File: src/sv/mtcr_pkg.sv
package mtcr_pkg;

	localparam int FONT_DEPTH_DEF = 8192;
	localparam int FONT_ADDR_W    = 13;
	localparam int CELL_WIDTH     = 9;
	localparam int PIX_POS_W      = 4;
	localparam int QUEUE_DEPTH    = 2;

	localparam logic [7:0]  ATTR_FGBG_MASK    = 8'b0111_0111;
	localparam logic [7:0]  ATTR_REVERSE      = 8'b0111_0000;
	localparam logic [7:0]  BOX_FIRST         = 8'hC0;
	localparam logic [7:0]  BOX_LAST          = 8'hDF;
	localparam logic [12:0] LOWER_HALF_OFFSET = 13'(1 << 11);
	localparam logic [3:0]  COLOR_FULL        = 4'hF;
	localparam logic [2:0]  FG_ON             = 3'b111;

	localparam logic [2:0] REG_BLINK_EN  = 3'd0;
	localparam logic [2:0] REG_VIDEO_EN  = 3'd1;
	localparam logic [2:0] REG_MAX_SL    = 3'd2;
	localparam logic [2:0] REG_CUR_START = 3'd3;
	localparam logic [2:0] REG_CUR_END   = 3'd4;

	localparam logic REQ_LOAD = 1'b0;
	localparam logic REQ_DRAW = 1'b1;

	typedef struct packed {
		logic       blink_en;
		logic       video_en;
		logic [4:0] max_sl;
		logic [4:0] cur_start;
		logic [4:0] cur_end;
	} cfg_t;

	typedef struct packed {
		logic                   is_draw;
		logic [FONT_ADDR_W-1:0] addr;
		logic [7:0]             wbyte;
		logic [3:0]             fg;
		logic [3:0]             bg;
		logic                   draw;
		logic                   underline;
		logic                   cline;
		logic                   box;
	} entry_t;

endpackage

File: src/sv/mtcr_front.sv
module mtcr_front #(
	parameter int FONT_DEPTH = mtcr_pkg::FONT_DEPTH_DEF
) (
	input  logic            req_type,
	input  logic [12:0]     font_addr,
	input  logic [7:0]      font_byte,
	input  logic [7:0]      char_code,
	input  logic [7:0]      attribute,
	input  logic [4:0]      scan_row,
	input  logic            at_cursor,
	input  logic            blink_phase,
	input  logic            in_display,
	input  mtcr_pkg::cfg_t  cfg,
	output mtcr_pkg::entry_t ent
);
	import mtcr_pkg::*;

	logic       blank;
	logic       reverse;
	logic       char_blink;
	logic       ul_attr;
	logic       draw;
	logic [3:0] fg;
	logic [FONT_ADDR_W-1:0] load_addr;
	logic [FONT_ADDR_W-1:0] draw_addr;

	always_comb begin
		blank      = !in_display || !cfg.video_en;
		reverse    = (attribute & ATTR_FGBG_MASK) == ATTR_REVERSE;
		char_blink = cfg.blink_en && attribute[7];
		ul_attr    = attribute[2:0] == 3'd1;
		draw       = !char_blink || blink_phase;
		if ((attribute & ATTR_FGBG_MASK) != 8'd0) begin
			fg = {attribute[3], FG_ON};
		end else begin
			fg = 4'd0;
		end
		if (reverse) begin
			fg = fg ^ {1'b0, FG_ON};
		end

		if ({1'b0, font_addr} >= 14'(FONT_DEPTH)) begin
			load_addr = FONT_ADDR_W'({1'b0, font_addr} - 14'(FONT_DEPTH));
		end else begin
			load_addr = font_addr;
		end
		draw_addr = FONT_ADDR_W'({char_code, scan_row[2:0]})
			+ ((scan_row[4:3] != 2'd0) ? LOWER_HALF_OFFSET : 13'd0);

		ent.is_draw = req_type == REQ_DRAW;
		ent.addr    = ent.is_draw ? draw_addr : load_addr;
		ent.wbyte   = font_byte;
		if (blank) begin
			ent.fg        = 4'd0;
			ent.bg        = 4'd0;
			ent.draw      = 1'b0;
			ent.underline = 1'b0;
			ent.cline     = 1'b0;
			ent.box       = 1'b0;
		end else begin
			ent.fg        = fg;
			ent.bg        = (reverse || (!cfg.blink_en && attribute[7])) ? COLOR_FULL : 4'd0;
			ent.draw      = draw;
			ent.underline = draw && ul_attr && (scan_row == cfg.max_sl);
			ent.cline     = at_cursor && (scan_row >= cfg.cur_start)
				&& (scan_row <= cfg.cur_end);
			ent.box       = (char_code >= BOX_FIRST) && (char_code <= BOX_LAST);
		end
	end

endmodule

File: config.mk
export PLATFORM = sky130hd
export DESIGN_NAME = mtcr_front
export DESIGN_NICKNAME = d
export VERILOG_FILES = /design/src/sv/mtcr_pkg.sv /design/src/sv/mtcr_front.sv
export SDC_FILE = /design/constraint.sdc
export NUM_CORES = 1
export LEC_CHECK = 0
export BUFFER_PORTS_ARGS = -buffer_cell sky130_fd_sc_hd__buf_2
export CAP_MARGIN = 20
export CELL_PAD_IN_SITES_DETAIL_PLACEMENT = 1
export CELL_PAD_IN_SITES_GLOBAL_PLACEMENT = 2
export CORE_MARGIN = 5
export CORE_UTILIZATION = 14
export DETAILED_ROUTE_END_ITERATION = 8
export GPL_TIMING_DRIVEN = 1
export PLACE_DENSITY_LB_ADDON = 0.25
export REMOVE_ABC_BUFFERS = 1
export SYNTH_ARGS = -nofsm -noshare
export SYNTH_HDL_FRONTEND = slang
export SYNTH_SLANG_ARGS = --single-unit
File: constraint.sdc
create_clock -name vclk -period 2.6
set_input_delay 0.26 -clock vclk [all_inputs]
set_output_delay 0.26 -clock vclk [all_outputs]
set_load 0.01 [all_outputs]
==> results.yml <==
sta:
  max_slew_margin: 0.783
  finalHoldViolCount: 0
  rsz0062_at_grt: "false"
  timing.final.crit_share: 0.698
  fin_hold_ws_ns: 0.520
  period_minus_slack_ns: 1.81
  fmax_mhz: 551
  finalSetupViolCount: 0
  maxSlewViolCount: 0
  setup-tns-final_ns: 0
  worstMarginPinSlew_ns: 0.323
power:
  p_per_area_mw_per_mm2: 151
  internal_power_uw: 80.7
  leakagePower_uw: 0.000606
  swShare: 0.472
  peakVddDrop_mv: 0.0380
  seqPwrFrac: 0
  clock_power_share: 0
  combPwrFrac: 1.000
  power.switching_uw: 72.1
routing:
  num_vias: 864
  drtPass1Iterations: 4
  wl_per_cell_um: 13.7
  drcViolationCount: 0
  dr.first_iter.drc_count: 21
  drtAntennaViolNets: 0
  vias_per_cell: 4.21
  routed_wl_um: 2810
logic_synthesis:
  synth_top_family_by_area: "buffers and inverters"
  avgSynthCellArea_um2: 7.48
  synthMuxAreaShare: 0.190
  yosysTopAreaCellShare: 0.192
  yosys.area_share.adder: 0.192
  yosysUniqueCellTypes: 24
  syn_area_um2: 651
  synth-compound-area-share: 0.144
  synth-simple-area-share: 0.173
  yosysTopAreaCell: "ha_1"
  yosysMostFrequentCell: "buf_4"
  synthXorXnorAreaFrac: 0.0673
  seq_area_frac_synth: 0
  synth.top_cells.by_count: "14 x buf_4, 11 x inv_1, 11 x mux2_2"
  synthCells: 87
  ys_warn_count: 0
  synth_area_leaders: "ha_1 19%, mux2_2 19%, buf_4 16%"
layout:
  layout-drive-gt1-share: 0.621
  design.seq.count: 0
  seqCellArea_um2: 0
  antenna-diode-count: 0
  nClkBuffers: 0
  fin_nets: 228
  syn_to_final_growth_pct: 55.4
outcome:
  status: "finished, final reports clean"
global_routing:
  grt_pass1_vias: 1029
  grt_overflow: 0
  gr-usage-all-layers: 0.0852
  grt_max_degree: 16
  grt_pass1_wl_um: 4400
  grt_antenna_before_repair: 0
floorplanning:
  coreArea_mm2: 0.00444
  die_area_mm2: 0.00611
  die_w_um: 78.2
  rows: 24
  die_h_um: 78.2
  boundaryPins: 97
  floorplan.initialDensity: 0.146
critical_path:
  cp_max_fo: 4
  worst_setup_path_end_kind: "primary output"
  start_kind: "input port"
  critPathKind: "input port to primary output"
  critical_path_required_ns: 2.34
  worstPathArrival_ns: 1.55
placement:
  dp_hpwl_um: 2670
  portBuffers: 81
  gp_congestion: 0.725
clock_network:
  cts_resized: 0
  post_cts_buffers: 0
  holdBufCountCts: 0
hold_path:
  hold_class: "input port to primary output"
job:
  maxCapViolCount: 0
==> cells by family (layout without fill, tap and decap cells) <==
group,after synthesis,count (layout)
buf+inv,26,92
xor+xnor,5,5
fa+ha+maj,10,10
mux,11,11
compound gates,13,13
simple gates,22,22
==> cell usage in the layout, fill, tap and decap left out, drive strengths merged <==
master and instances:
buf 81, inv 11, mux2 11, ha 10
nor2 6, xor2 5, a21oi 4, nor3 4
o21ai 4, nand2 4, and2 2, and3 1
nand2b 1, a31oi 1, nor4 1, and4 1
a21o 1, nand4 1, a211oi 1, o32ai 1
o2111a 1, nor2b 1
==> power by group through the flow <==
| stage | clock (µW) | sequential (µW) | combinational (µW) |
|---|---|---|---|
| after floorplan | 0 | 0 | 71.0 |
| after global placement | 0 | 0 | 153 |
| after detailed placement | 0 | 0 | 158 |
| after CTS | 0 | 0 | 158 |
| after global routing | 0 | 0 | 173 |
| final | 0 | 0 | 153 |
==> through the flow <==
stage / cell area [µm²] / setup WS (ns) / total power [µW] / util / cells
after global routing: 1010 / 0.676 / 173 / 0.227 / 205
after CTS: 1010 / 0.756 / 158 / 0.227 / 205
after detailed placement: 1010 / 0.744 / 158 / 0.227 / 205
after floorplan: 541 / 1.06 / 71.0 / - / 72
after global placement: 1010 / 0.788 / 153 / 0.227 / 205
final: 1010 / 0.785 / 153 / 0.227 / 205
==> final cells by class <==
class	count	area, µm²
fillers	584	3430
repair buffers	81	405
inverters	11	41.3
multi-input cells	61	499
well taps	52	65.1
==> worst max-delay path: stages <==
cell and delay [ns]:
buf_2 0.13, ha_1 0.33, a211oi_2 0.22, nor2_1 0.07, o32ai_2 0.20, o2111a_1 0.21, buf_2 0.13
==> path summary, 6_finish.rpt <==
check / start / to / slack [ns] / cells past startpoint
setup / recovery: scan_row[2] / ent[1] / 0.79 / 7
hold / removal: font_byte[0] / ent[12] / 0.52 / 0
==> per-layer routing <==
layer / track usage / vias up / share of wire
met4: 0 / 0 / 0
met2: 0.176 / 59 / 0.53
li1: - / 420 / -
met1: 0.0864 / 385 / 0.35
met3: 0.0297 / 0 / 0.12
met5: 0 / - / 0
(Power assumes the default switching activity.)
