File: src/sv/mtcr_pkg.sv
package mtcr_pkg;

	localparam int FONT_DEPTH_DEF = 8192;
	localparam int FONT_ADDR_W    = 13;
	localparam int CELL_WIDTH     = 9;
	localparam int PIX_POS_W      = 4;
	localparam int QUEUE_DEPTH    = 2;

	localparam logic [7:0]  ATTR_FGBG_MASK    = 8'b0111_0111;
	localparam logic [7:0]  ATTR_REVERSE      = 8'b0111_0000;
	localparam logic [7:0]  BOX_FIRST         = 8'hC0;
	localparam logic [7:0]  BOX_LAST          = 8'hDF;
	localparam logic [12:0] LOWER_HALF_OFFSET = 13'(1 << 11);
	localparam logic [3:0]  COLOR_FULL        = 4'hF;
	localparam logic [2:0]  FG_ON             = 3'b111;

	localparam logic [2:0] REG_BLINK_EN  = 3'd0;
	localparam logic [2:0] REG_VIDEO_EN  = 3'd1;
	localparam logic [2:0] REG_MAX_SL    = 3'd2;
	localparam logic [2:0] REG_CUR_START = 3'd3;
	localparam logic [2:0] REG_CUR_END   = 3'd4;

	localparam logic REQ_LOAD = 1'b0;
	localparam logic REQ_DRAW = 1'b1;

	typedef struct packed {
		logic       blink_en;
		logic       video_en;
		logic [4:0] max_sl;
		logic [4:0] cur_start;
		logic [4:0] cur_end;
	} cfg_t;

	typedef struct packed {
		logic                   is_draw;
		logic [FONT_ADDR_W-1:0] addr;
		logic [7:0]             wbyte;
		logic [3:0]             fg;
		logic [3:0]             bg;
		logic                   draw;
		logic                   underline;
		logic                   cline;
		logic                   box;
	} entry_t;

endpackage

File: src/sv/mtcr_queue.sv
module mtcr_queue (
	input  logic             clk,
	input  logic             arst_n,
	input  logic             push,
	input  mtcr_pkg::entry_t push_ent,
	output logic             full,
	input  logic             pop,
	output logic             valid,
	output mtcr_pkg::entry_t head
);
	import mtcr_pkg::*;

	localparam int PW = (QUEUE_DEPTH > 1) ? $clog2(QUEUE_DEPTH) : 1;
	localparam int CW = $clog2(QUEUE_DEPTH + 1);

	entry_t        slot_q [QUEUE_DEPTH];
	logic [PW-1:0] wr_ptr_q;
	logic [PW-1:0] rd_ptr_q;
	logic [CW-1:0] count_q;
	logic          do_push;
	logic          do_pop;

	assign full    = count_q == CW'(QUEUE_DEPTH);
	assign valid   = count_q != '0;
	assign head    = slot_q[rd_ptr_q];
	assign do_push = push && !full;
	assign do_pop  = pop && valid;

	always_ff @(posedge clk) begin
		if (do_push) begin
			slot_q[wr_ptr_q] <= push_ent;
		end
	end

	always_ff @(posedge clk or negedge arst_n) begin
		if (!arst_n) begin
			wr_ptr_q <= '0;
			rd_ptr_q <= '0;
			count_q  <= '0;
		end else begin
			if (do_push) begin
				wr_ptr_q <= (wr_ptr_q == PW'(QUEUE_DEPTH - 1)) ? '0 : wr_ptr_q + 1'b1;
			end
			if (do_pop) begin
				rd_ptr_q <= (rd_ptr_q == PW'(QUEUE_DEPTH - 1)) ? '0 : rd_ptr_q + 1'b1;
			end
			count_q <= count_q + CW'(do_push) - CW'(do_pop);
		end
	end

endmodule

File: config.mk
export PLATFORM = sky130hd
export DESIGN_NAME = mtcr_queue
export DESIGN_NICKNAME = d
export VERILOG_FILES = /design/src/sv/mtcr_pkg.sv /design/src/sv/mtcr_queue.sv
export SDC_FILE = /design/constraint.sdc
export NUM_CORES = 1
export LEC_CHECK = 0
export BUFFER_PORTS_ARGS = -buffer_cell sky130_fd_sc_hd__buf_2
export CAP_MARGIN = 25
export CELL_PAD_IN_SITES_DETAIL_PLACEMENT = 1
export CELL_PAD_IN_SITES_GLOBAL_PLACEMENT = 2
export CORE_AREA = 3 3 90 92
export CTS_BUF_LIST = sky130_fd_sc_hd__clkbuf_16
export CTS_CLUSTER_DIAMETER = 40
export DETAILED_ROUTE_END_ITERATION = 16
export DIE_AREA = 0 0 93 95
export PLACE_DENSITY_LB_ADDON = 0.1
export SYNTH_ARGS = -nofsm -noshare
export SYNTH_HDL_FRONTEND = slang
export SYNTH_SLANG_ARGS = --single-unit
File: constraint.sdc
create_clock -name clk -period 6.7 [get_ports clk]
set_input_delay 1.005 -clock clk [delete_from_list [all_inputs] [get_ports clk]]
set_output_delay 1.005 -clock clk [all_outputs]
set_load 0.01 [all_outputs]
==> metrics.md <==
| Metric | Value |
|---|---|
| ANT cells | 0 |
| Mapped cell area | 0.00278 mm2 |
| # DRC | 0 |
| Startpoint type of the worst setup path | flip-flop |
| Nets@finish | 246 |
| Top Ports | 74 |
| CP Max Fanout | 18 |
| Seq/Total Area, Yosys | 0.770 |
| Synth cell count leaders | edfxtp_1, mux2_4, mux2_2, buf_6, dfrtp_1 |
| Largest net degree at the start of global routing | 36 |
| DIE WIDTH | 93 um |
| GRT overflow | 0 |
| Core Region | 0.00729 mm2 |
| First-pass GRT wire length | 7470 um |
| Vias | 1363 |
| Crit-path cells | buf_12 -> mux2_4 -> buf_2 |
| Vias in the first global route | 1520 |
| Fin. Hold Viols | 0 |
| Synth warn | 0 |
| Status | complete, no violations |
| CTS clk-pin slew, worst paths | 50 ps |
| Layout area overhead | 30.1% |
| GRT busiest layer | met2 |
| Fmax | 362 MHz |
| Rows | 31 |
| Async set-reset flop share out of synthesis | 0.0556 |
| Post-synth EDFFs | 68 |
| Leak | 1.47 nW |
| Max-slew violations | 0 |
| Setup violators final | 0 |
| CTS tree | built |
| Layout cell share with drive strength beyond 1 | 0.602 |
| Later-pin clock latency in the skew report | 320 ps |
| Initial antenna violation count | 0 |
| CTS Hold Bufs | 0 |
| Peak supply drop | 280 uV |
| Root buf cell | clkbuf_16 |
| Final period util | 0.413 |
| Share of the synthesized area in the top cell type | 0.734 |
| FF+latch count, synth | 72 |
| Largest area contributor in the netlist | edfxtp_1 |
| Chip height | 95 um |
| Total GRT Usage | 0.118 |
| H-tree depth | 3 |
| Mean Syn Cell Area | 22.4 um2 |
| Tmin final | 2770 ps |
| PwrDens | 468 mW/mm2 |
| Post-placement cell count | 292 |
| Met2 Use GR | 0.197 |
| RSZ-0062 raised after global routing | no |
| WL/cell | 15.8 um |
| Reg2reg setup slack | 5010 ps |
| Met3 Usage GRT | 0.0390 |
| Routed Antenna Nets | 0 |
| DRT iter0 DRCs | 110 |
| Critical Path AT | 1760 ps |
| Initial core utilization | 0.381 |
| GR Util met1 | 0.131 |
| Clock buffers created by TritonCTS | 9 |
| Most frequent cell after synthesis | edfxtp_1 |
| Via-to-Cell Ratio | 4.40 |
| Worst slew pin tran | 850 ps |
| Sink Count | 72 |
| Crit path required time | 5690 ps |
| Clock Skew | 4.92 ps |
| PortBufs | 73 |
| HP Class | in -> async |
| Die area | 0.00884 mm2 |
| Post-Route WL | 4900 um |
| Post_cts resized | 0 |
| Total of max-cap violations | 0 |
| Main synth FF type | edfxtp_1 |
| Max incr delay on CP | 700 ps |
| Routability cong. | 0.687 |
| Setup TNS | 0 ps |
| Detailed Place HPWL | 3270 um |
| Slowest CP cell | dfrtp_2 |
| Post-CTS setup buffer count | 0 |
| Distinct cells, synth | 15 |
| Clock Tree Buf Depth | 2 |
| TritonRoute pass-1 iters | 4 |
| Post-Syn Nets | 164 |
| Crit. End Element | primary output |
| Power after layout | 1.69 mW |
| Slew headroom | 0.433 |
| Post-Layout Cell Count | 310 |
| Setup Crit Path Kind | reg -> out |
| Top cells by area, synth | edfxtp_1, mux2_4, dfrtp_1 |
| Mapped Cells | 124 |
layout by cell type, fill, tap and decap left out:
cell	netlist	layout
nand2_1	1	1
nor2_4	0	1
edfxtp_1	68	68
and2_4	1	1
clkinv_4	0	1
buf_16	0	1
mux2_2	5	5
clkbuf_16	0	9
ha_1	2	2
mux2_4	29	29
buf_12	0	1
xor2_1	1	1
or2_1	1	1
buf_2	0	73
xnor2_1	3	3
nand2b_1	1	1
and3_2	0	1
bufinv_16	0	3
dfrtp_1	4	3
clkinv_1	0	1
dfrtp_2	0	1
inv_1	2	3
clkinv_2	0	1
through the flow:
stage,instance area [um2],worst slack [ps],util,hold slack (ps)
finish,3620,3930,0.496,480
global route,3620,3860,0.496,480
CTS,3570,3690,0.490,469
detailed placement,3240,4040,0.444,490
global placement,3240,4060,0.444,483
floorplan,2780,3740,-,460
where the power goes:
| part | total [mW] | internal, mW | switching, mW |
|---|---|---|---|
| clock | 0.528 | 0.360 | 0.168 |
| sequential | 0.678 | 0.619 | 0.0583 |
| combinational | 0.487 | 0.264 | 0.223 |
state kept, by name, indices dropped and copies added, names as in the netlist:
name	count
wr_ptr_q	1
count_q	2
rd_ptr_q	1
slot_q	68
cell families (layout without fill, tap and decap cells):
family        count (synthesis)  in the layout  share of synthesized area
xor+xnor                      4              4                     0.0126
buf+inv                       6             93                     0.0189
mux                          34             34                      0.177
flops                        72             72                      0.770
fa+ha+maj                     2              2                    0.00900
simple gates                  6              6                     0.0126
worst paths after layout:
check | from | to | cells past startpoint
setup / recovery | rd_ptr_q | head[3] | 3
hold / removal | arst_n | count_q[0] | 1
setup reg to reg | count_q[1] | slot_q[1][11] | 2
hold reg to reg | count_q[1] | count_q[1] | 1
max in group asynchronous | arst_n | rd_ptr_q | 1
min in group clk | count_q[1] | count_q[1] | 1
critical path, delay by kind of cell (launching register included):
family	cells	cell delay, ps
flip-flops	1	700
multiplexers	1	320
buffers and inverters	2	400
layer usage:
layer	vias to the layer above	share of wire	wire [um]
met3	7	0.058	286
met2	47	0.51	2510
li1	649	-	-
met5	-	0	0
met4	0	0.025	121
met1	660	0.40	1980
layout make-up:
class                           count  area (um2)
Sequential cell                    72        2140
Clock inverter                      7         111
Inverter                            2        7.51
Multi-Input combinational cell     46         596
Clock buffer                        9         225
Timing Repair Buffer               75         413
Tap cell                           99         124
Fill cell                         732        3670
Power figures use the tool's default switching activity.
